--- config.mk ---
export PLATFORM = sky130hd
export DESIGN_NAME = note_phrase_statistics
export DESIGN_NICKNAME = d
export VERILOG_FILES = /design/src/rtl/core/nps_pkg.sv /design/src/rtl/core/note_phrase_statistics.sv
export SDC_FILE = /design/constraint.sdc
export NUM_CORES = 2
export LEC_CHECK = 0
export BUFFER_PORTS_ARGS = -buffer_cell sky130_fd_sc_hd__buf_2
export CAP_MARGIN = 30
export CORE_MARGIN = 4
export CORE_UTILIZATION = 40
export DETAILED_ROUTE_END_ITERATION = 7
export GPL_ROUTABILITY_DRIVEN = 0
export PLACE_DENSITY_LB_ADDON = 0.15
export SETUP_SLACK_MARGIN = 0.05
export SYNTH_ARGS = -nofsm -noshare
export SYNTH_HDL_FRONTEND = slang
export SYNTH_SLANG_ARGS = --single-unit
--- constraint.sdc ---
create_clock -name clock -period 14.1 [get_ports clock]
set_clock_uncertainty 0.2 [all_clocks]
set_input_delay 0.705 -clock clock [delete_from_list [all_inputs] [get_ports clock]]
set_output_delay 0.705 -clock clock [all_outputs]
set_load 0.01 [all_outputs]
--- src/rtl/core/nps_pkg.sv ---
// Package for the note phrase statistics block: sizes, field widths, store entry type.
// No dependencies.
package nps_pkg;
   localparam int MaxNotes = 64;
   localparam int IdxW = $clog2(MaxNotes);
   localparam int CntW = $clog2(MaxNotes + 1);

   typedef struct packed {
      logic [15:0] start;
      logic [15:0] dur;
      logic [6:0]  pitch;
      logic [6:0]  vel;
   } note_type;

   localparam logic [0:0] ModeLoad  = 1'b0;
   localparam logic [0:0] ModeClose = 1'b1;
endpackage

--- src/rtl/core/note_phrase_statistics.sv ---
// Note phrase statistics top level: sorted note store, close walk, summary.
// Depends on nps_pkg.
// Load: store searched from the top entry down, one entry shifted per cycle; a note
// that arrives when the store is full is dropped and flagged. Close: each note is
// walked, and each but the last sent out with its output handshake, then one shared
// 32-step shift-subtract divider run for mean duration, mean velocity and density
// (the density run is skipped when the phrase length is zero).
// One beat at a time; ready is low while a beat is in progress.
// Synchronous active high reset clears count, dropped flag, phrase length, control.
module note_phrase_statistics
   import nps_pkg::*;
(
   input  logic        clock,
   input  logic        reset,
   input  logic        req_tvalid,
   output logic        req_tready,
   // lsb up: start_beat[15:0], duration_beat[15:0], pitch[6:0], velocity[6:0]
   input  logic [47:0] req_tdata,
   // mode
   input  logic        req_tuser,
   output logic        rsp_tvalid,
   input  logic        rsp_tready,
   // lsb up: has_interval, interval[7:0], lowest_note, highest_note, note_count,
   // mean_duration, mean_velocity, density, class_mask, monophonic, overflow
   output logic [95:0] rsp_tdata,
   // is_last
   output logic        rsp_tlast,
   input  logic        csr_psel,
   input  logic        csr_penable,
   input  logic        csr_pwrite,
   input  logic [1:0]  csr_paddr,
   input  logic [31:0] csr_pwdata,
   output logic [31:0] csr_prdata,
   output logic        csr_pready
);
   localparam logic [2:0] StIdle = 3'd0, StIns = 3'd1, StRd = 3'd2, StWalk = 3'd3,
                          StOut = 3'd4, StDiv = 3'd5, StLast = 3'd6;

   note_type    mem [MaxNotes];
   note_type    rd_ff, prev_ff, new_ff, new_in;
   logic [2:0]  st_ff, st_in;
   logic [CntW-1:0] cnt_ff, cnt_in, pos_ff, pos_in;
   logic        drop_ff, drop_in;
   logic [15:0] plen_ff, plen_in;
   logic [6:0]  lo_ff, lo_in, hi_ff, hi_in;
   logic [21:0] sdur_ff, sdur_in;
   logic [12:0] svel_ff, svel_in;
   logic [11:0] mask_ff, mask_in;
   logic        mono_ff, mono_in, ovf_ff, ovf_in;
   logic [16:0] pend_ff, pend_in;
   logic [1:0]  dsel_ff, dsel_in;
   logic [5:0]  dstep_ff, dstep_in;
   logic [31:0] quo_ff, quo_in, dnum_ff, dnum_in;
   logic [32:0] rem_ff, rem_in;
   logic [15:0] mdur_ff, mdur_in, dens_ff, dens_in;
   logic [14:0] mvel_ff, mvel_in;
   logic [95:0] dat_ff, dat_in;
   logic        last_ff, last_in;
   logic        mw_en;
   logic [IdxW-1:0] mw_adr, mr_adr;
   note_type    mw_dat;
   logic [22:0] key_rd, key_new;
   logic [32:0] dv, rtry;
   logic [14:0] pc_mul;
   logic [3:0]  pc_q;
   logic [3:0]  pc;
   logic [16:0] pend_nt;

   always_ff @(posedge clock) begin
      if (mw_en) mem[mw_adr] <= mw_dat;
      rd_ff <= mem[mr_adr];
   end

   assign key_rd  = {rd_ff.start, rd_ff.pitch};
   assign key_new = {new_ff.start, new_ff.pitch};
   // pitch class: quotient by 12 through a reciprocal multiply, exact for 0..127
   assign pc_mul = 15'(rd_ff.pitch) * 15'd171;
   assign pc_q = pc_mul[14:11];
   assign pc = 4'(rd_ff.pitch - 7'(pc_q) * 7'd12);
   assign pend_nt = {1'b0, rd_ff.start} + {1'b0, rd_ff.dur};
   assign dv = (dsel_ff == 2'd2) ? {17'd0, plen_ff} : {26'd0, cnt_ff};
   assign rtry = {rem_ff[31:0], dnum_ff[31]};

   assign req_tready = (st_ff == StIdle);
   assign rsp_tvalid = (st_ff == StOut) || (st_ff == StLast);
   assign rsp_tdata  = dat_ff;
   assign rsp_tlast  = last_ff;
   assign csr_pready = 1'b1;
   assign csr_prdata = {16'd0, plen_ff};

   always_comb begin
      st_in = st_ff; cnt_in = cnt_ff; pos_in = pos_ff; drop_in = drop_ff;
      plen_in = plen_ff; new_in = new_ff; lo_in = lo_ff; hi_in = hi_ff;
      sdur_in = sdur_ff; svel_in = svel_ff; mask_in = mask_ff; mono_in = mono_ff;
      ovf_in = ovf_ff; pend_in = pend_ff; dsel_in = dsel_ff; dstep_in = dstep_ff;
      quo_in = quo_ff; rem_in = rem_ff; dnum_in = dnum_ff; mdur_in = mdur_ff;
      mvel_in = mvel_ff; dens_in = dens_ff; dat_in = dat_ff;
      last_in = last_ff;
      mw_en = 1'b0; mw_adr = pos_ff[IdxW-1:0]; mw_dat = new_ff;
      mr_adr = IdxW'(pos_ff - CntW'(1));
      if (csr_psel && csr_penable && csr_pwrite && csr_paddr == 2'd0)
         plen_in = csr_pwdata[15:0];
      case (st_ff)
         StIdle: begin
            if (req_tvalid) begin
               new_in = '{start: req_tdata[15:0], dur: req_tdata[31:16],
                          pitch: req_tdata[38:32], vel: req_tdata[45:39]};
               if (req_tuser == ModeClose) begin
                  ovf_in = drop_ff; drop_in = 1'b0;
                  lo_in = 7'd127; hi_in = 7'd0; sdur_in = '0; svel_in = '0;
                  mask_in = '0; mono_in = 1'b1; pos_in = '0;
                  mr_adr = '0;
                  st_in = (cnt_ff == '0) ? StLast : StRd;
                  dat_in = '0; dat_in[90] = drop_ff; last_in = 1'b1;
               end else if (cnt_ff == CntW'(MaxNotes)) begin
                  drop_in = 1'b1;
               end else begin
                  pos_in = cnt_ff;
                  mr_adr = IdxW'(cnt_ff - CntW'(1));
                  st_in = StIns;
               end
            end
         end
         StIns: begin
            // rd_ff holds entry pos-1
            mw_en = 1'b1;
            if (pos_ff != '0 && key_rd > key_new) begin
               mw_dat = rd_ff;
               pos_in = pos_ff - CntW'(1);
               mr_adr = IdxW'(pos_ff - CntW'(2));
            end else begin
               cnt_in = cnt_ff + CntW'(1);
               st_in = StIdle;
            end
         end
         StRd: begin
            mr_adr = pos_ff[IdxW-1:0];
            st_in = StWalk;
         end
         StWalk: begin
            // rd_ff holds entry pos
            if (rd_ff.pitch < lo_ff) lo_in = rd_ff.pitch;
            if (rd_ff.pitch > hi_ff) hi_in = rd_ff.pitch;
            sdur_in = sdur_ff + 22'(rd_ff.dur);
            svel_in = svel_ff + 13'(rd_ff.vel);
            mask_in = mask_ff | (12'd1 << pc);
            pend_in = pend_nt;
            dat_in = '0;
            if (pos_ff != '0) begin
               dat_in[0] = 1'b1;
               dat_in[8:1] = 8'({1'b0, rd_ff.pitch} - {1'b0, prev_ff.pitch});
               if ({1'b0, rd_ff.start} < pend_ff) mono_in = 1'b0;
            end
            last_in = 1'b0;
            if (pos_ff == cnt_ff - CntW'(1)) begin
               st_in = StDiv; dsel_in = 2'd0; dstep_in = '0;
               dnum_in = {10'd0, sdur_in}; rem_in = '0; quo_in = '0;
            end else st_in = StOut;
         end
         StOut: begin
            if (rsp_tready) begin
               pos_in = pos_ff + CntW'(1);
               mr_adr = pos_in[IdxW-1:0];
               st_in = StWalk;
            end
         end
         StDiv: begin
            if (dstep_ff != 6'd32 && dsel_ff != 2'd3) begin
               if (rtry >= dv) begin
                  rem_in = rtry - dv; quo_in = {quo_ff[30:0], 1'b1};
               end else begin
                  rem_in = rtry; quo_in = {quo_ff[30:0], 1'b0};
               end
               dnum_in = {dnum_ff[30:0], 1'b0};
               dstep_in = dstep_ff + 6'd1;
            end else begin
               dstep_in = '0; rem_in = '0; quo_in = '0;
               case (dsel_ff)
                  2'd0: begin
                     mdur_in = quo_ff[15:0];
                     dsel_in = 2'd1; dnum_in = {11'd0, svel_ff, 8'd0};
                  end
                  2'd1: begin
                     mvel_in = quo_ff[14:0];
                     dsel_in = 2'd2; dnum_in = {9'd0, cnt_ff, 16'd0};
                     if (plen_ff == '0) begin
                        dens_in = '0; dsel_in = 2'd3;
                     end
                  end
                  2'd2: begin
                     dens_in = (quo_ff > 32'hFFFF) ? 16'hFFFF : quo_ff[15:0];
                     dsel_in = 2'd3;
                  end
                  default: begin
                     dat_in[15:9]  = lo_ff;
                     dat_in[22:16] = hi_ff;
                     dat_in[29:23] = 7'(cnt_ff);
                     dat_in[45:30] = mdur_ff;
                     dat_in[60:46] = mvel_ff;
                     dat_in[76:61] = dens_ff;
                     dat_in[88:77] = mask_ff;
                     dat_in[89] = mono_ff;
                     dat_in[90] = ovf_ff;
                     dat_in[95:91] = '0;
                     last_in = 1'b1;
                     st_in = StLast;
                  end
               endcase
            end
         end
         StLast: begin
            if (rsp_tready) begin
               cnt_in = '0;
               st_in = StIdle;
            end
         end
         default: st_in = StIdle;
      endcase
   end

   always_ff @(posedge clock) begin
      if (reset) begin
         st_ff <= StIdle; cnt_ff <= '0; drop_ff <= 1'b0; plen_ff <= '0;
      end else begin
         st_ff <= st_in; cnt_ff <= cnt_in; drop_ff <= drop_in; plen_ff <= plen_in;
      end
      if (st_ff == StWalk) prev_ff <= rd_ff;
      pos_ff <= pos_in; new_ff <= new_in; lo_ff <= lo_in; hi_ff <= hi_in;
      sdur_ff <= sdur_in; svel_ff <= svel_in; mask_ff <= mask_in; mono_ff <= mono_in;
      ovf_ff <= ovf_in; pend_ff <= pend_in; dsel_ff <= dsel_in; dstep_ff <= dstep_in;
      quo_ff <= quo_in; rem_ff <= rem_in; dnum_ff <= dnum_in; mdur_ff <= mdur_in;
      mvel_ff <= mvel_in; dens_ff <= dens_in; dat_ff <= dat_in;
      last_ff <= last_in;
   end
endmodule
# Word level (Yosys, flattened, before mapping)
# Memory sizes are Yosys's and may differ from the RTL's. A register that Yosys moved wholly into a read port is not among the register bits.
# Cells that the tools add are included.
# classes
bitwise,2
n_reduce_logical,37
add_sub_neg,12
div_mod_pow,0
n_eq_ne,29
muxes,89
magnitude_cmp,6
n_shift,1
n_mul,2
# op_table
cell,n
$pmux W87 S3,1
$pmux W32 S2,4
$mux W32,7
$mux W96,2
$mux W87,2
$mux W46,2
$mux W7,13
$mux W16,3
$mux W22,2
$pmux W22 S2,1
$mux W6,7
$pmux W7 S2,3
$ge A33 B16 Y1,1
$gt A32 B16 Y1 const B,1
$pmux W16 S2,1
$sub A32 B16 Y32,1
$ne A2 B2 Y1 const B,14
$mux W3,9
$mux W13,2
$pmux W13 S2,1
$mux W12,2
$pmux W12 S2,1
$pmux W6 S4,1
$gt A23 B23 Y1,1
other kinds (54),96
# word_totals
ramBits,2944
wordCells,208
input_bits,90
n_memories,1
latchBits,0
register_bits,415
output_inout_bits,132
mem_bits_ro,0
# memory_table
name,words,width,rd,rd_ports_with_merged_regs,wr,line_no,text
mem,64,46,1,1,1,note_phrase_statistics.sv:39,note_type mem [MaxNotes];

# Logic depth before layout (Yosys ltp)
# logic_depth
ltp_word,6
depth_mapped,21
depth_no_buf,21

# Worst setup path after synthesis
# No wires, ideal clock.
# synth_path
path_type,flip-flop to flip-flop
from,reg st_ff[1]
to,"reg dat_ff[10] (netlist: rsp_tdata[10]), enable pin"
path_buffers,2
path_slack_ns,7.775
stages_incl_launch_ff,6
required_ns,13.460
setup_time_ns,0.440
arrival_ns,5.685
cell_sequence,dfxtp_1 > clkbuf_1 > clkbuf_1 > nand2_1 > a21oi_1 > a21o_1
# synth_between
elab_chain_cells,3
# synth_rtl
item,line_no,text
"start, declared",note_phrase_statistics.sv:41,"logic [2:0] st_ff, st_in;"
"start signal, assigned",note_phrase_statistics.sv:225,st_ff <= st_in; cnt_ff <= cnt_in; drop_ff <= drop_in; plen_ff <= plen_in;
"$eq A3 B3 Y1, or another cell as far along",note_phrase_statistics.sv:103,case (st_ff)
"$ne A2 B2 Y1 (no line), or another cell as far along",--,
$reduce_and A5 Y1 (no line) *,--,
"end signal, assigned",note_phrase_statistics.sv:232,mvel_ff <= mvel_in; dens_ff <= dens_in; dat_ff <= dat_in;
"end, declared",note_phrase_statistics.sv:57,"logic [95:0] dat_ff, dat_in;"
# Every way passes the cells marked *; elsewhere a longest branch is shown, timed or not.
# A chain may end at the register's enable or synchronous reset.

# Final worst setup path
# layout_path
from,reg key_rd[0] (netlist name)
to,reg key_rd[22] (netlist name)
# layout_between
elab_chain_cells,4
# layout_rtl
item,line_no,text
$gt A23 B23 Y1,note_phrase_statistics.sv:127,if (pos_ff != '0 && key_rd > key_new) begin
$logic_and A1 B1 Y1,note_phrase_statistics.sv:127,
$mux W6,note_phrase_statistics.sv:127,
$pmux W6 S4,note_phrase_statistics.sv:103,
# No other way between the ends.

==> impl_metrics.json <==
{
  "synth.distinct_cells": 95,
  "clk_pin_slew_ns": 0.06,
  "cts_max_path_buffers": 4,
  "drive_above_1_share": 0.125,
  "num_vias": 87200,
  "fin_nets": 10400,
  "path_cells": "inv_1 > ha_1 > nand3b_1 > a21oi_1 > o311a_1 > o31ai_4 > a2111oi_2 > or3_4 > buf_4 > buf_4 > buf_4 > nand3_1 > and3_1 > nor4_1 > nand4b_1",
  "status": "finished, final reports clean",
  "stdcell_count": 15200,
  "max_stage_delay_ns": 0.87,
  "finalSetupTns_ns": 0,
  "async_flop_share": 0,
  "synthCells": 9909,
  "crit_type": "register to register",
  "die_area_sq_um": 363000,
  "final_common_cell": "edfxtp_1",
  "wl_met2_um": 197000,
  "drv_slew": 0,
  "crit_arrival_ns": 7.78,
  "start_util": 0.402,
  "hold_path.class": "input port to register",
  "crit_fanout": 52,
  "drtPass1Iterations": 6,
  "synth-seq-area-share": 0.716,
  "synth_edf_count": 3327,
  "rows": 218,
  "critPathSlowestCell": "nor4_1",
  "portBuffers": 181,
  "hold_buffers": 80,
  "h-tree-depth": 5,
  "routed_via_density": 5.74,
  "cts_setup_buffers": 0,
  "die_width_um": 603,
  "antenna_found_initial": 32,
  "drc": 0,
  "gr-total-overflow": 0,
  "hold_ws_ns": 0.193,
  "grt_max_degree": 147,
  "postRouteAntennaNets": 0,
  "cp.buffers_inverters": 4,
  "route.met3.wl_um": 26700,
  "route.top_layer_used": "met5",
  "io_pins": 222,
  "gr-usage-all-layers": 0.221,
  "clk_latency_ns": 0.94,
  "crit_top_cell": "buf_4",
  "required_ns": 14.62,
  "area_growth_pct": 14.2,
  "dp_hpwl_um": 231000,
  "core_area_sq_um": 352000,
  "drt_iter0_markers": 8307,
  "setup_viol": 0,
  "timing.final.crit_share": 0.515,
  "avgSynthCellArea_sq_um": 14.3,
  "path_delay_family": "buffers and inverters",
  "grt_pass1_vias": 84400,
  "die_y_um": 603,
  "cts_root_buf": "clkbuf_16",
  "ys_seq_elements": 3400,
  "drt-wirelength-per-cell_um": 27.3,
  "fmaxAchievable_mhz": 138,
  "rsz0062_at_grt": "no",
  "wl_um": 415000,
  "cts_resized": 0,
  "slew_headroom": 0.209,
  "grt_first_pass_wirelength_um": 596000,
  "wl_met1_um": 182000,
  "ys.flop_type": "edfxtp_1",
  "start_kind": "register",
  "yosys_warnings": 0,
  "cp-end-kind": "register",
  "worst_pin_slew_ns": 1.18,
  "netlist_area_sq_um": 142000,
  "fin_crit_ns": 7.26,
  "cts_tree": "done",
  "dp.cells": 14400,
  "cts_buffers": 358,
  "drv_cap": 0,
  "cts_num_sinks": 3400,
  "mostFrequentLayoutCells": "3327 x edfxtp_1, 1363 x nand2_1, 795 x nand3_1, 662 x and3_1, 488 x mux2i_1",
  "finalHoldViolCount": 0
}
## cell usage after synthesis, types with 23 or more instances
cell type / n / area, sq um
a41oi_1: 45 / 394
o21ai_0: 98 / 490
edfxtp_1: 3327 / 99900
nand4b_1: 45 / 394
nor2b_1: 23 / 144
a21o_1: 28 / 210
nor3_1: 41 / 205
ha_1: 161 / 2010
a22oi_1: 48 / 360
buf_1: 43 / 161
inv_1: 130 / 488
mux2i_1: 488 / 4880
xor2_1: 31 / 272
nor2_1: 220 / 826
xnor2_1: 51 / 447
nor4_1: 285 / 1780
a311oi_1: 48 / 420
a21oi_1: 123 / 616
nand2_1: 1366 / 5130
buf_2: 126 / 631
buf_4: 61 / 458
and3_1: 663 / 4150
a2111oi_2: 23 / 345
or3_1: 31 / 194
a21boi_0: 45 / 338
and4_1: 50 / 438
mux2_2: 131 / 1480
a32oi_1: 45 / 394
a211oi_1: 383 / 2880
nand3_1: 796 / 3980
clkbuf_1: 454 / 1700
dfxtp_1: 73 / 1460
mux2_1: 74 / 833
## worst register-to-register path, cell delays in order, from the launching register on
cell and delay (ns):
dfxtp_1 0.62, inv_1 0.34, ha_1 0.29, nand3b_1 0.16, a21oi_1 0.32, o311a_1 0.53
o31ai_4 0.21, a2111oi_2 0.56, or3_4 0.41, buf_4 0.62, buf_4 0.54, buf_4 0.79
nand3_1 0.19, and3_1 0.22, nor4_1 0.87, nand4b_1 0.23
## worst paths after layout
check / start / endpoint / slack (ns) / cells after the start
setup / recovery: key_rd[0]$_DFF_P_ / key_rd[22]$_DFF_P_ / 6.84 / 15
hold / removal: req_tuser / pos_ff[0]$_DFFE_PP_ / 0.19 / 3
setup reg to reg: key_rd[0]$_DFF_P_ / key_rd[22]$_DFF_P_ / 6.84 / 15
hold reg to reg: drop_ff$_SDFFE_PP0P_ / ovf_ff$_DFFE_PP_ / 0.27 / 0
## sequential cells by signal, summed over array words and instances, names as in the netlist, 3 cells and up
register,count
dens_ff,16
mem,2944
prev_ff,7
cnt_ff,7
new_ff,23
pend_ff,17
mask_ff,12
key_rd,23
rsp_tdata,91
mdur_ff,16
plen_ff,16
quo_ff,32
mvel_ff,15
st_ff,3
lo_ff,7
dstep_ff,6
dnum_ff,32
key_new,23
svel_ff,13
rd_ff,23
pos_ff,7
rem_ff,32
sdur_ff,22
hi_ff,7
## cell families (layout without fill, tap and decap cells)
logic type	after synthesis	in the layout	share of synthesized area
and+or+nand+nor	3633	3633	0.128
other	2	35	0.0000531
AOI/OAI and AO/OA	1085	1085	0.0578
muxes	693	693	0.0508
buffers and inverters	839	1363	0.0261
DFF	3400	3400	0.716
adders and majority gates	175	175	0.0162
xor gates and xnor gates	82	82	0.00507
## routing by layer
layer  global-route usage  vias to the layer above
li1                     -                    38600
met3               0.0317                      546
met1                0.313                    45000
met4               0.0498                        2
met5                    0                        -
met2                0.363                     3013
## cell type report
class / instances / area, sq um
clock buffer: 479 / 9770
multi-input combinational: 5690 / 37500
timing repair buffer: 569 / 5000
inverter: 134 / 503
tap: 4730 / 5920
sequential: 3400 / 101000
fill: 30700 / 191000
antenna: 13 / 32.5
clock inverter: 181 / 1570
## per-stage QoR
stage                util  worst slack [ns]  instance area [sq um]
floorplan               -              7.78                 142000
global placement    0.420              6.82                 148000
detailed placement  0.423              6.72                 149000
CTS                 0.457              6.71                 161000
global route        0.459              6.60                 162000
finish              0.459              6.84                 162000
Power is left out: the tool's default activity adds up to more than one toggle a clock period on the data nets, which glitch-free logic cannot reach.
